===== src/sv/sha256_pkg.sv =====
`timescale 1ns / 1ps
`default_nettype none

package sha256_pkg;

    typedef logic [31:0]       t_word;
    typedef logic [15:0][31:0] t_block;
    typedef logic [7:0][31:0]  t_chain;

    // commands from the byte sequencer to the compression unit
    typedef struct packed {
        logic start;
        logic init;
    } t_core_ctrl;

    localparam logic [7:0] PAD_MARK   = 8'h80;
    localparam logic [5:0] LENGTH_POS = 6'd56;
    localparam logic [5:0] LAST_POS   = 6'd63;
    localparam logic [2:0] LAST_WORD  = 3'd7;

    localparam t_word H_INIT [8] = '{
        32'h6a09e667, 32'hbb67ae85, 32'h3c6ef372, 32'ha54ff53a,
        32'h510e527f, 32'h9b05688c, 32'h1f83d9ab, 32'h5be0cd19
    };

    localparam t_word K_ROUND [64] = '{
        32'h428a2f98, 32'h71374491, 32'hb5c0fbcf, 32'he9b5dba5,
        32'h3956c25b, 32'h59f111f1, 32'h923f82a4, 32'hab1c5ed5,
        32'hd807aa98, 32'h12835b01, 32'h243185be, 32'h550c7dc3,
        32'h72be5d74, 32'h80deb1fe, 32'h9bdc06a7, 32'hc19bf174,
        32'he49b69c1, 32'hefbe4786, 32'h0fc19dc6, 32'h240ca1cc,
        32'h2de92c6f, 32'h4a7484aa, 32'h5cb0a9dc, 32'h76f988da,
        32'h983e5152, 32'ha831c66d, 32'hb00327c8, 32'hbf597fc7,
        32'hc6e00bf3, 32'hd5a79147, 32'h06ca6351, 32'h14292967,
        32'h27b70a85, 32'h2e1b2138, 32'h4d2c6dfc, 32'h53380d13,
        32'h650a7354, 32'h766a0abb, 32'h81c2c92e, 32'h92722c85,
        32'ha2bfe8a1, 32'ha81a664b, 32'hc24b8b70, 32'hc76c51a3,
        32'hd192e819, 32'hd6990624, 32'hf40e3585, 32'h106aa070,
        32'h19a4c116, 32'h1e376c08, 32'h2748774c, 32'h34b0bcb5,
        32'h391c0cb3, 32'h4ed8aa4a, 32'h5b9cca4f, 32'h682e6ff3,
        32'h748f82ee, 32'h78a5636f, 32'h84c87814, 32'h8cc70208,
        32'h90befffa, 32'ha4506ceb, 32'hbef9a3f7, 32'hc67178f2
    };

endpackage

`default_nettype wire


===== src/sv/sha256_if.sv =====
`timescale 1ns / 1ps
`default_nettype none

interface sha256_in_if;
    logic       valid;
    logic       ready;
    logic [7:0] msg_byte;
    logic       has_byte;
    logic       end_of_message;

    modport source (output valid, msg_byte, has_byte, end_of_message, input ready);
    modport sink   (input valid, msg_byte, has_byte, end_of_message, output ready);
endinterface

interface sha256_out_if;
    logic        valid;
    logic        ready;
    logic [31:0] digest_word;
    logic [2:0]  word_index;
    logic        last_word;

    modport source (output valid, digest_word, word_index, last_word, input ready);
    modport sink   (input valid, digest_word, word_index, last_word, output ready);
endinterface

`default_nettype wire


===== src/sv/sha256_core.sv =====
`timescale 1ns / 1ps
`default_nettype none

module sha256_core
    import sha256_pkg::*;
(
    input  wire logic       i_clk,
    input  wire logic       i_rst_n,
    input  wire t_core_ctrl i_ctrl,
    input  wire t_block     i_block,
    output logic            o_done,
    output t_chain          o_chain
);

    typedef enum logic [1:0] {
        S_IDLE,
        S_ROUND,
        S_ADD
    } t_state;

    t_state     r_state;
    logic [5:0] r_round;
    t_block     r_w;
    t_chain     r_s;
    t_chain     r_chain;
    logic       r_done;

    t_chain     n_s;
    t_word      n_w;
    t_word      w_t1;
    t_word      w_t2;

    function automatic t_word big_sigma0(input t_word x);
        big_sigma0 = {x[1:0], x[31:2]} ^ {x[12:0], x[31:13]} ^ {x[21:0], x[31:22]};
    endfunction

    function automatic t_word big_sigma1(input t_word x);
        big_sigma1 = {x[5:0], x[31:6]} ^ {x[10:0], x[31:11]} ^ {x[24:0], x[31:25]};
    endfunction

    function automatic t_word small_sigma0(input t_word x);
        small_sigma0 = {x[6:0], x[31:7]} ^ {x[17:0], x[31:18]} ^ {3'b000, x[31:3]};
    endfunction

    function automatic t_word small_sigma1(input t_word x);
        small_sigma1 = {x[16:0], x[31:17]} ^ {x[18:0], x[31:19]} ^ {10'd0, x[31:10]};
    endfunction

    // one round: s[0] is a ... s[7] is h, r_w[0] is the current schedule word
    always_comb begin
        w_t1 = r_s[7] + big_sigma1(r_s[4]) + ((r_s[4] & r_s[5]) ^ (~r_s[4] & r_s[6]))
             + K_ROUND[r_round] + r_w[0];
        w_t2 = big_sigma0(r_s[0])
             + ((r_s[0] & r_s[1]) ^ (r_s[0] & r_s[2]) ^ (r_s[1] & r_s[2]));
        n_s  = {r_s[6], r_s[5], r_s[4], r_s[3] + w_t1, r_s[2], r_s[1], r_s[0], w_t1 + w_t2};
        n_w  = r_w[0] + small_sigma0(r_w[1]) + r_w[9] + small_sigma1(r_w[14]);
    end

    always_ff @(posedge i_clk) begin
        if (!i_rst_n) begin
            r_state <= S_IDLE;
            r_round <= '0;
            r_done  <= 1'b0;
            for (int i = 0; i < 8; i++) begin
                r_chain[i] <= H_INIT[i];
            end
        end else begin
            r_done <= 1'b0;
            case (r_state)
                S_IDLE: begin
                    if (i_ctrl.init) begin
                        for (int i = 0; i < 8; i++) begin
                            r_chain[i] <= H_INIT[i];
                        end
                    end
                    if (i_ctrl.start) begin
                        r_w     <= i_block;
                        r_s     <= r_chain;
                        r_round <= '0;
                        r_state <= S_ROUND;
                    end
                end
                S_ROUND: begin
                    r_s     <= n_s;
                    // schedule window slides by one word
                    r_w     <= {n_w, r_w[15:1]};
                    r_round <= r_round + 6'd1;
                    if (r_round == LAST_POS) begin
                        r_state <= S_ADD;
                    end
                end
                S_ADD: begin
                    for (int i = 0; i < 8; i++) begin
                        r_chain[i] <= r_chain[i] + r_s[i];
                    end
                    r_done  <= 1'b1;
                    r_state <= S_IDLE;
                end
                default: begin
                    r_state <= S_IDLE;
                end
            endcase
        end
    end

    assign o_done  = r_done;
    assign o_chain = r_chain;

    a_start_when_idle: assert property (@(posedge i_clk) disable iff (!i_rst_n)
        i_ctrl.start |-> r_state == S_IDLE)
        else $error("compression start while busy");

    a_add_after_rounds: assert property (@(posedge i_clk) disable iff (!i_rst_n)
        (r_state == S_ROUND && r_round == LAST_POS) |=> (r_state == S_ADD))
        else $error("final add does not follow round 63");

    a_done_single: assert property (@(posedge i_clk) disable iff (!i_rst_n)
        o_done |=> !o_done)
        else $error("done held longer than one cycle");

    a_no_init_with_start: assert property (@(posedge i_clk) disable iff (!i_rst_n)
        !(i_ctrl.start && i_ctrl.init))
        else $error("chain init together with start");

endmodule

`default_nettype wire


===== src/sv/sha256_message_digest_top.sv =====
// a byte request is taken only while idle; a byte that fills a 64-byte block starts a
// compression (load, 64 rounds on the shared round unit, chain add, done handoff),
// during which no further bytes are accepted
// an end-of-message request adds one padding byte per cycle plus one or two compressions,
// then the eight digest words leave one per cycle as the sink takes them
// reset (synchronous, active low) loads the initial hash values and empties the byte buffer
`timescale 1ns / 1ps
`default_nettype none

module sha256_message_digest_top
    import sha256_pkg::*;
(
    input  wire logic     i_clk,
    input  wire logic     i_rst_n,
    sha256_in_if.sink     i_msg,
    sha256_out_if.source  o_dig
);

    typedef enum logic [1:0] {
        S_IDLE,
        S_COMP,
        S_PAD,
        S_OUT
    } t_state;

    t_state      r_state;
    logic [5:0]  r_pos;
    logic [63:0] r_count;
    logic [63:0] r_len_val;
    logic        r_ending;
    logic        r_mark;
    logic        r_len;
    logic [2:0]  r_out_idx;
    t_core_ctrl  r_ctrl;
    t_block      r_block;

    logic        w_in_fire;
    logic        w_out_fire;
    logic        w_len_now;
    logic        w_push;
    logic [7:0]  w_push_byte;
    logic [63:0] w_len_shift;
    logic        w_done;
    t_chain      w_chain;

    assign i_msg.ready = (r_state == S_IDLE);
    assign w_in_fire   = i_msg.valid && i_msg.ready;
    assign w_out_fire  = o_dig.valid && o_dig.ready;

    // length bytes start once the mark is in and the position reaches 56
    assign w_len_now   = r_mark && (r_len || (r_pos == LENGTH_POS));
    assign w_len_shift = r_len_val >> {~r_pos[2:0], 3'b000};

    always_comb begin
        w_push      = 1'b0;
        w_push_byte = '0;
        case (r_state)
            S_IDLE: begin
                w_push      = w_in_fire && i_msg.has_byte;
                w_push_byte = i_msg.msg_byte;
            end
            S_PAD: begin
                w_push = 1'b1;
                if (!r_mark) begin
                    w_push_byte = PAD_MARK;
                end else if (w_len_now) begin
                    w_push_byte = w_len_shift[7:0];
                end else begin
                    w_push_byte = '0;
                end
            end
            default: begin
                w_push = 1'b0;
            end
        endcase
    end

    always_ff @(posedge i_clk) begin
        if (w_push) begin
            r_block[r_pos[5:2]][{~r_pos[1:0], 3'b000} +: 8] <= w_push_byte;
        end
    end

    always_ff @(posedge i_clk) begin
        if (!i_rst_n) begin
            r_state   <= S_IDLE;
            r_pos     <= '0;
            r_count   <= '0;
            r_ending  <= 1'b0;
            r_mark    <= 1'b0;
            r_len     <= 1'b0;
            r_out_idx <= '0;
            r_ctrl    <= '0;
        end else begin
            r_ctrl <= '0;
            if (w_push) begin
                r_pos <= r_pos + 6'd1;
            end
            case (r_state)
                S_IDLE: begin
                    if (w_in_fire) begin
                        if (i_msg.has_byte) begin
                            r_count <= r_count + 64'd8;
                        end
                        if (i_msg.end_of_message) begin
                            r_ending  <= 1'b1;
                            r_len_val <= i_msg.has_byte ? r_count + 64'd8 : r_count;
                        end
                        if (i_msg.has_byte && r_pos == LAST_POS) begin
                            r_ctrl.start <= 1'b1;
                            r_state      <= S_COMP;
                        end else if (i_msg.end_of_message) begin
                            r_state <= S_PAD;
                        end
                    end
                end
                S_PAD: begin
                    r_mark <= 1'b1;
                    r_len  <= w_len_now;
                    if (r_pos == LAST_POS) begin
                        r_ctrl.start <= 1'b1;
                        r_state      <= S_COMP;
                    end
                end
                S_COMP: begin
                    if (w_done) begin
                        if (!r_ending) begin
                            r_state <= S_IDLE;
                        end else if (r_len) begin
                            r_state <= S_OUT;
                        end else begin
                            r_state <= S_PAD;
                        end
                    end
                end
                S_OUT: begin
                    if (w_out_fire) begin
                        r_out_idx <= r_out_idx + 3'd1;
                        if (r_out_idx == LAST_WORD) begin
                            r_ctrl.init <= 1'b1;
                            r_count     <= '0;
                            r_ending    <= 1'b0;
                            r_mark      <= 1'b0;
                            r_len       <= 1'b0;
                            r_state     <= S_IDLE;
                        end
                    end
                end
                default: begin
                    r_state <= S_IDLE;
                end
            endcase
        end
    end

    sha256_core u_core (
        .i_clk   (i_clk),
        .i_rst_n (i_rst_n),
        .i_ctrl  (r_ctrl),
        .i_block (r_block),
        .o_done  (w_done),
        .o_chain (w_chain)
    );

    assign o_dig.valid       = (r_state == S_OUT);
    assign o_dig.digest_word = w_chain[r_out_idx];
    assign o_dig.word_index  = r_out_idx;
    assign o_dig.last_word   = (r_out_idx == LAST_WORD);

    a_start_on_full_block: assert property (@(posedge i_clk) disable iff (!i_rst_n)
        r_ctrl.start |-> r_pos == '0)
        else $error("compression started on a partial block");

    a_done_while_waiting: assert property (@(posedge i_clk) disable iff (!i_rst_n)
        w_done |-> r_state == S_COMP)
        else $error("compression finished outside the wait state");

    a_no_overlap: assert property (@(posedge i_clk) disable iff (!i_rst_n)
        !(i_msg.ready && o_dig.valid))
        else $error("input taken while digest words are pending");

endmodule

`default_nettype wire

===== src/flat_wrapper.sv =====
// flat-port wrapper written by rule: the top's interface ports become plain ports
module sha256_message_digest_top_flat import sha256_pkg::*;
  (i_clk, i_rst_n, i_msg_valid, i_msg_msg_byte, i_msg_has_byte, i_msg_end_of_message, i_msg_ready, o_dig_valid, o_dig_digest_word, o_dig_word_index, o_dig_last_word, o_dig_ready);
  sha256_in_if i_msg_i ();
  sha256_out_if o_dig_i ();
  input  wire logic i_clk;
  input  wire logic i_rst_n;
  input wire logic [$bits(i_msg_i.valid)-1:0] i_msg_valid;
  input wire logic [$bits(i_msg_i.msg_byte)-1:0] i_msg_msg_byte;
  input wire logic [$bits(i_msg_i.has_byte)-1:0] i_msg_has_byte;
  input wire logic [$bits(i_msg_i.end_of_message)-1:0] i_msg_end_of_message;
  output wire logic [$bits(i_msg_i.ready)-1:0] i_msg_ready;
  output wire logic [$bits(o_dig_i.valid)-1:0] o_dig_valid;
  output wire logic [$bits(o_dig_i.digest_word)-1:0] o_dig_digest_word;
  output wire logic [$bits(o_dig_i.word_index)-1:0] o_dig_word_index;
  output wire logic [$bits(o_dig_i.last_word)-1:0] o_dig_last_word;
  input wire logic [$bits(o_dig_i.ready)-1:0] o_dig_ready;
  assign i_msg_i.valid = i_msg_valid;
  assign i_msg_i.msg_byte = i_msg_msg_byte;
  assign i_msg_i.has_byte = i_msg_has_byte;
  assign i_msg_i.end_of_message = i_msg_end_of_message;
  assign i_msg_ready = i_msg_i.ready;
  assign o_dig_valid = o_dig_i.valid;
  assign o_dig_digest_word = o_dig_i.digest_word;
  assign o_dig_word_index = o_dig_i.word_index;
  assign o_dig_last_word = o_dig_i.last_word;
  assign o_dig_i.ready = o_dig_ready;
  sha256_message_digest_top u_core (.i_clk(i_clk), .i_rst_n(i_rst_n), .i_msg(i_msg_i), .o_dig(o_dig_i));
endmodule

===== config.mk =====
export PLATFORM = sky130hd
export DESIGN_NAME = sha256_message_digest_top_flat
export DESIGN_NICKNAME = d
export VERILOG_FILES = /design/src/sv/sha256_pkg.sv /design/src/sv/sha256_if.sv /design/src/sv/sha256_core.sv /design/src/sv/sha256_message_digest_top.sv /design/src/flat_wrapper.sv
export SDC_FILE = /design/constraint.sdc
export NUM_CORES = 2
export LEC_CHECK = 0
export BUFFER_PORTS_ARGS = -buffer_cell sky130_fd_sc_hd__buf_2
export CAP_MARGIN = 10
export CORE_UTILIZATION = 65
export CTS_CLUSTER_SIZE = 14
export DETAILED_ROUTE_END_ITERATION = 10
export PLACE_DENSITY = 0.81
export SLEW_MARGIN = 20
export SYNTH_ARGS = -nofsm -noshare
export SYNTH_HDL_FRONTEND = slang
export SYNTH_SLANG_ARGS = --single-unit

===== constraint.sdc =====
create_clock -name i_clk -period 42.4 [get_ports i_clk]
set_input_delay 0 -clock i_clk [delete_from_list [all_inputs] [get_ports i_clk]]
set_output_delay 0 -clock i_clk [all_outputs]
set_load 0.01 [all_outputs]

Yosys cells after proc, flatten, opt, wreduce, memory -nomap -nowiden

Memory sizes are Yosys's and may differ from the RTL's.
Cells that the tools add are included.

Add/subtract/negate cells: 23
Order comparisons: 4
Equality and inequality tests: 19
Shift operators: 3
Multiplexer cells: 50
Bitwise gates (word level): 20
Reductions and logical operators: 24

Operators by type and width:

| cell                                                  | count |
|---|---|
| one-hot mux 256 bit (2 select lines)                  | 2 |
| one-hot mux 512 bit (2 select lines)                  | 1 |
| adder 32 bit                                          | 18 |
| bitwise mux 512 bit                                   | 1 |
| two-way mux 256 bit                                   | 2 |
| two-way mux 512 bit                                   | 1 |
| bitwise XOR 32 bit                                    | 9 |
| two-way mux 64 bit                                    | 4 |
| bitwise AND 32 bit                                    | 5 |
| demux 32 bit (select 4 bit)                           | 1 |
| two-way mux 32 bit                                    | 4 |
| one-hot mux 64 bit (2 select lines)                   | 1 |
| binary-select mux 32 bit (select 3 bit)               | 1 |
| adder 64 x 4 -> 64 bit (second input constant)        | 1 |
| right shift 64 x 6 -> 8 bit                           | 1 |
| NOT 32 bit                                            | 1 |
| variable shift 8 x 7 -> 32 bit (first input constant) | 1 |
| variable part select 8 x 7 -> 32 bit                  | 1 |
| bitwise XOR 32 x 22 -> 32 bit                         | 1 |
| bitwise XOR 32 x 29 -> 32 bit                         | 1 |
| two-way mux 2 bit                                     | 10 |
| equality test 6 bit (second input constant)           | 3 |
| two-way mux 8 bit                                     | 2 |
| one-hot mux 8 bit (2 select lines)                    | 1 |
| other kinds (31)                                      | 70 |

Register bits after elaboration: 1689
Memory bits (read-only): 2048
Input bits: 14
Output and inout bits: 38
Word-level logic and storage cells: 205
Memories: 1

Memory list:

| memory          | depth | width | rd ports | clocked after memory_dff | write ports | RTL line          | RTL |
|---|---|---|---|---|---|---|---|
| (no name shown) | 64    | 32    | 1        | 0                        | 0           | sha256_core.sv:52 | `+ K_ROUND[r_round] + r_w[0];` |

Logic depth before layout (Yosys ltp)

Depth after elaboration: 8
Depth in mapped cells: 39
Depth with buffers taken out: 36

Hierarchy

A second synthesis with hierarchy kept.

Cell total of the unflattened synthesis: 9214
Area total of the unflattened synthesis: 93482.2 µm²

By module, submodules not included:

| module                    | instances | cells an instance | area an instance (µm²) | sequential area each (µm²) |
|---|---|---|---|---|
| sha256_core               | 1         | 7737              | 68563.3                | 28367.2 |
| sha256_message_digest_top | 1         | 1477              | 24918.9                | 18748.0 |

Least setup slack after synthesis

Ideal clock, no wire load.

Kind: register to register
From: register u_core.u_core.r_state[0]
To: register u_core.u_core.r_s (netlist bit u_core.u_core.n_s[100]), enable pin
Library setup time: 1921 ps
Arrival time: 32533 ps
Data required time: 40479 ps
Slack: 7946 ps
Cell stages (with the launch flop): 4
Buffers on the path: 0
Clock period less this slack: 34454 ps
Cell sequence: dfxtp_1 > nor2_1 > or2_2 > nor2_1

Word-level cells in the longest chain between the ends: 3
Elaborated cells on any way between the ends: 5
Classes of those cells: 2 x eq/ne; 3 x reduce/logical

Ends and longest elaborated chain:

| what                                                                                  | RTL line          | RTL |
|---|---|---|
| start: declaration                                                                    | sha256_core.sv:21 | `t_state r_state;` |
| start signal: assignment                                                              | sha256_core.sv:61 | `r_state <= S_IDLE;` |
| start signal: assignment                                                              | sha256_core.sv:80 | `r_state <= S_ROUND;` |
| start signal: assignment                                                              | sha256_core.sv:89 | `r_state <= S_ADD;` |
| equality test 2 x 1 -> 1 bit / logical NOT 2 bit (equally long branches)              | sha256_core.sv:69 | `case (r_state)` |
| nonzero test 2 bit (no line) / inequality test 2 x 1 -> 1 bit (equally long branches) | -                 |  |
| AND reduction 3 bit (no line) *                                                       | -                 |  |
| end signal: assignment                                                                | sha256_core.sv:78 | `r_s <= r_chain;` |
| end signal: assignment                                                                | sha256_core.sv:84 | `r_s <= n_s;` |
| end: declaration                                                                      | sha256_core.sv:24 | `t_chain r_s;` |

Every way passes the cells marked *; elsewhere a longest branch is shown, timed or not.
A chain may end at the register's enable or synchronous reset.

Worst setup path after layout

From: register u_core.u_core.r_round[0]
To: register u_core.u_core.r_s (netlist bit u_core.u_core.n_s[60]) (data pin)

Word-level cells in the longest chain between the ends: 8

Ends and longest elaborated chain:

| what                                                  | RTL line          | RTL |
|---|---|---|
| start: declaration                                    | sha256_core.sv:22 | `logic [5:0] r_round;` |
| start signal: assignment                              | sha256_core.sv:87 | `r_round <= r_round + 6'd1;` |
| NOT 6 -> 7 bit (not written as such)                  | sha256_core.sv:52 |  |
| memory (64 x 32 bit)                                  | -                 |  |
| two-way mux 32 bit (not written as such) (2 in a row) | sha256_core.sv:52 |  |
| adder 32 bit (2 in a row)                             | sha256_core.sv:52 |  |
| adder 32 bit                                          | sha256_core.sv:55 | `n_s = {r_s[6], r_s[5], r_s[4], r_s[3] + w_t1, r_s[2], r_s[1], r_s[0], w_t1 + w_t2};` |
| one-hot mux 256 bit (2 select lines)                  | sha256_core.sv:69 |  |

Every way passes these cells. The select of a mux whose other input is x is not followed.

==> flow_summary.ini <==
[floorplan]
fp.dieH_microns = 381
start_util = 0.657
rows = 138
die-area_sq_mm = 0.145
coreArea_sq_mm = 0.142
boundaryPins = 52
die_x_microns = 381

[sta]
worst_pin_slew_ns = 1.25
slew_headroom = 0.163
finalSetupTns_ns = 0
hold_slack_ns = 0.0535
fmax_ghz = 0.0998
layout_min_cycle_time_ns = 10.02
final-hold-violation-count = 0
setup-violations-final = 0
min_period_over_period = 0.236
drv_slew = 0
fin_skew_ns = 0.0758
rsz0062_at_grt = false

[synth]
synthTopCellsByArea = edfxtp_1 (43%), nand2_1 (10%), dfxtp_1 (7.3%), ha_1 (5.4%), fa_1 (4.2%)
yosys_warnings = 0
netlist_area_sq_mm = 0.0933
async_flop_share = 0
synth_area_per_cell_sq_um = 10.1
synth-edff-count = 1341
ys_seq_elements = 1683
synthDistinctLibCells = 99
syn_inst = 9242
synth-seq-area-share = 0.505
synth_top_area_cell = edfxtp_1
synthesis.nets = 9852
yosys.area.top_type_share = 0.432
ys_dominant_reg_cell = edfxtp_1

[hold_path]
hold_path_class = in2reg

[cells_and_area]
area_growth_pct = 8.35
layout-drive-gt1-share = 0.0669
fin_util = 0.712
final_area_sq_mm = 0.101
fin_cells = 11200
finalNetCount = 9742

[clock_tree]
ctsLongestPathBuffers = 3
cts_sinks = 1683
cts_tree = built
cts_inserted_buffers = 171
htreeDepth = 4
clock_latency_ns = 0.84
cts_setup_buffers = 0
cts_root_buf = clkbuf_16
hold_buffers = 10
cts_resized = 0
cts.clk_slew.worst_paths_ns = 0.07

[global_routing]
gr-usage-met3 = 0.0716
grt_use_met1 = 0.499
grt_max_degree = 217
grt_usage = 0.400
grt-busiest-layer = met2
antenna_found_initial = 5
grt_pass1_vias = 70100
grt-ovfl-total = 0
grt_pass1_wl_mm = 435
gr-usage-met2 = 0.638

[route]
vias = 72100
routedWlPerCell_microns = 26.2
drtPass1Iterations = 6
wl_mm = 293
drc = 0
viasPerCell = 6.46
dr.first_iter.drc_count = 8891
ant_nets = 0

[critical_path]
rrSetupSlack_ns = 32.38
slowest_delay_ns = 0.97
start_kind = register
crit_end = u_core.u_core.n_s[60]
crit_start = u_core.u_core.r_round[0]
criticalPathCategory = reg2reg
cp-end-kind = register
crit_required_ns = 42.92
r2r-end = u_core.u_core.n_s[60]
arrival_ns = 10.53
path_max_fanout = 32
r2r_cells = 34
reg2reg_from = u_core.u_core.r_round[0]
slowest_stage = o41ai_1

[power_and_ir_drop]
p_per_area_mw_per_mm2 = 34.1
leakage_nw = 40.4
max-vdd-ir-drop_uv = 52.3

[place]
hpwl_mm = 203
gp_congestion = 1.06
place_area_sq_mm = 0.0952
port_buffers = 51
dp.cells = 10800

[status]
status = complete, no violations

[job]
maxCapViolCount = 0
==> area by class of cell <==
class	instances	area (sq um)
well taps	1890	2360
clock inverters	88	1050
repair buffers	173	1290
clock buffers	232	4700
diodes	3	7.51
flip-flops and latches	1683	47100
inverters	402	1510
multi-input cells	6701	43000
fillers	9938	40900
==> layout by cell type (no fill, tap or decap), drive strengths merged, types with 55 or more instances in the layout <==
| cell | netlist | layout |
|---|---|---|
| nand3 | 124 | 124 |
| dfxtp | 342 | 342 |
| o22ai | 86 | 86 |
| a22oi | 102 | 102 |
| nand2 | 2524 | 2524 |
| xor2 | 242 | 242 |
| xnor2 | 398 | 398 |
| inv | 400 | 407 |
| buf | 46 | 163 |
| mux4 | 81 | 81 |
| mux2 | 68 | 68 |
| o21a | 55 | 55 |
| a21oi | 417 | 417 |
| ha | 401 | 401 |
| fa | 195 | 195 |
| clkinv | 2 | 69 |
| clkbuf | 410 | 232 |
| a21o | 229 | 229 |
| nand2b | 55 | 55 |
| edfxtp | 1341 | 1341 |
| nor3 | 100 | 100 |
| nor2 | 524 | 524 |
| o21ai | 410 | 410 |
==> critical path: cells and delay by family, from the launching register on <==
family / cells / cell delay [ns]
xor+xnor: 2 / 0.35
flops: 1 / 0.30
fa+ha+maj: 5 / 2.41
compound gates: 14 / 4.32
buf+inv: 5 / 0.88
simple gates: 8 / 1.40
==> synth_stat cells (all sizes together) (21+ instances only) <==
library cell     n
a211oi          48
a21o           229
a21oi          417
a22oi          102
a31oi           48
and3            45
buf             46
clkbuf         410
dfxtp          342
edfxtp        1341
fa             195
ha             401
inv            400
mux2            68
mux2i           21
mux4            81
nand2         2524
nand2b          55
nand3          124
nand4           44
nor2           524
nor2b           50
nor3           100
o211ai          38
o21a            55
o21ai          410
o21bai          54
o22ai           86
or3             42
xnor2          398
xor2           242
==> per-layer routing <==
layer	share of wire	wire, microns
met3	0.096	28100
met1	0.36	105000
met2	0.47	136000
met5	0.000065	19
met4	0.081	23700
==> registers in the layout, indices dropped and copies added (netlist names) <==
name	count
u_core.r_block	512
u_core.u_core.r_w	512
u_core.u_core.o_chain	256
u_core.u_core.n_s	192
u_core.u_core.r_s	64
u_core.r_count	61
u_core.r_len_val	61
u_core.r_pos	6
u_core.u_core.r_round	6
u_core.o_dig.word_index	3
u_core.r_ctrl	2
u_core.r_state	2
u_core.u_core.r_state	2
u_core.r_ending	1
u_core.r_len	1
u_core.r_mark	1
u_core.u_core.o_done	1
==> power breakdown <==
part / total (W) / leakage [nW] / internal (W) / switching (W)
logic: 0.0000992 / 22.6 / 0.0000229 / 0.0000763
clock network: 0.00156 / 2.79 / 0.000868 / 0.000687
registers: 0.00179 / 15.0 / 0.00179 / 0.00000343
total: 0.00345 / 40.4 / 0.00268 / 0.000767
==> how the worst min path moves through the flow <==
stage / startpoint / slack, ns / depth (start not counted) / end
after floorplan: i_msg_end_of_message / 0.19 / 2 / u_core.r_ending
after global placement: i_msg_end_of_message / 0.34 / 3 / u_core.r_ending
after detailed placement: i_msg_end_of_message / 0.39 / 3 / u_core.r_ending
after CTS: i_msg_msg_byte[4] / 0.005 / 5 / u_core.r_block[44]
after global routing: i_msg_msg_byte[4] / 0.04 / 5 / u_core.r_block[236]
final: i_msg_msg_byte[4] / 0.05 / 5 / u_core.r_block[12]
==> cell families after synthesis <==
family | after synthesis | share of synthesized area
DFF | 1683 | 0.505
buffers and inverters | 858 | 0.0348
muxes | 170 | 0.0300
adders and majority gates | 599 | 0.0960
AOI/OAI and AO/OA | 1686 | 0.115
xor gates and xnor gates | 642 | 0.0607
and+or+nand+nor | 3604 | 0.159
==> through the flow <==
stage          total power, W  setup slack, ns
3_3_place_gp          0.00192            32.61
5_1_grt               0.00351            31.83
6_report              0.00345            32.38
3_5_place_dp          0.00192            32.68
4_1_cts               0.00344            32.61
2_1_floorplan         0.00187             7.95
Power figures use the tool's default switching activity.
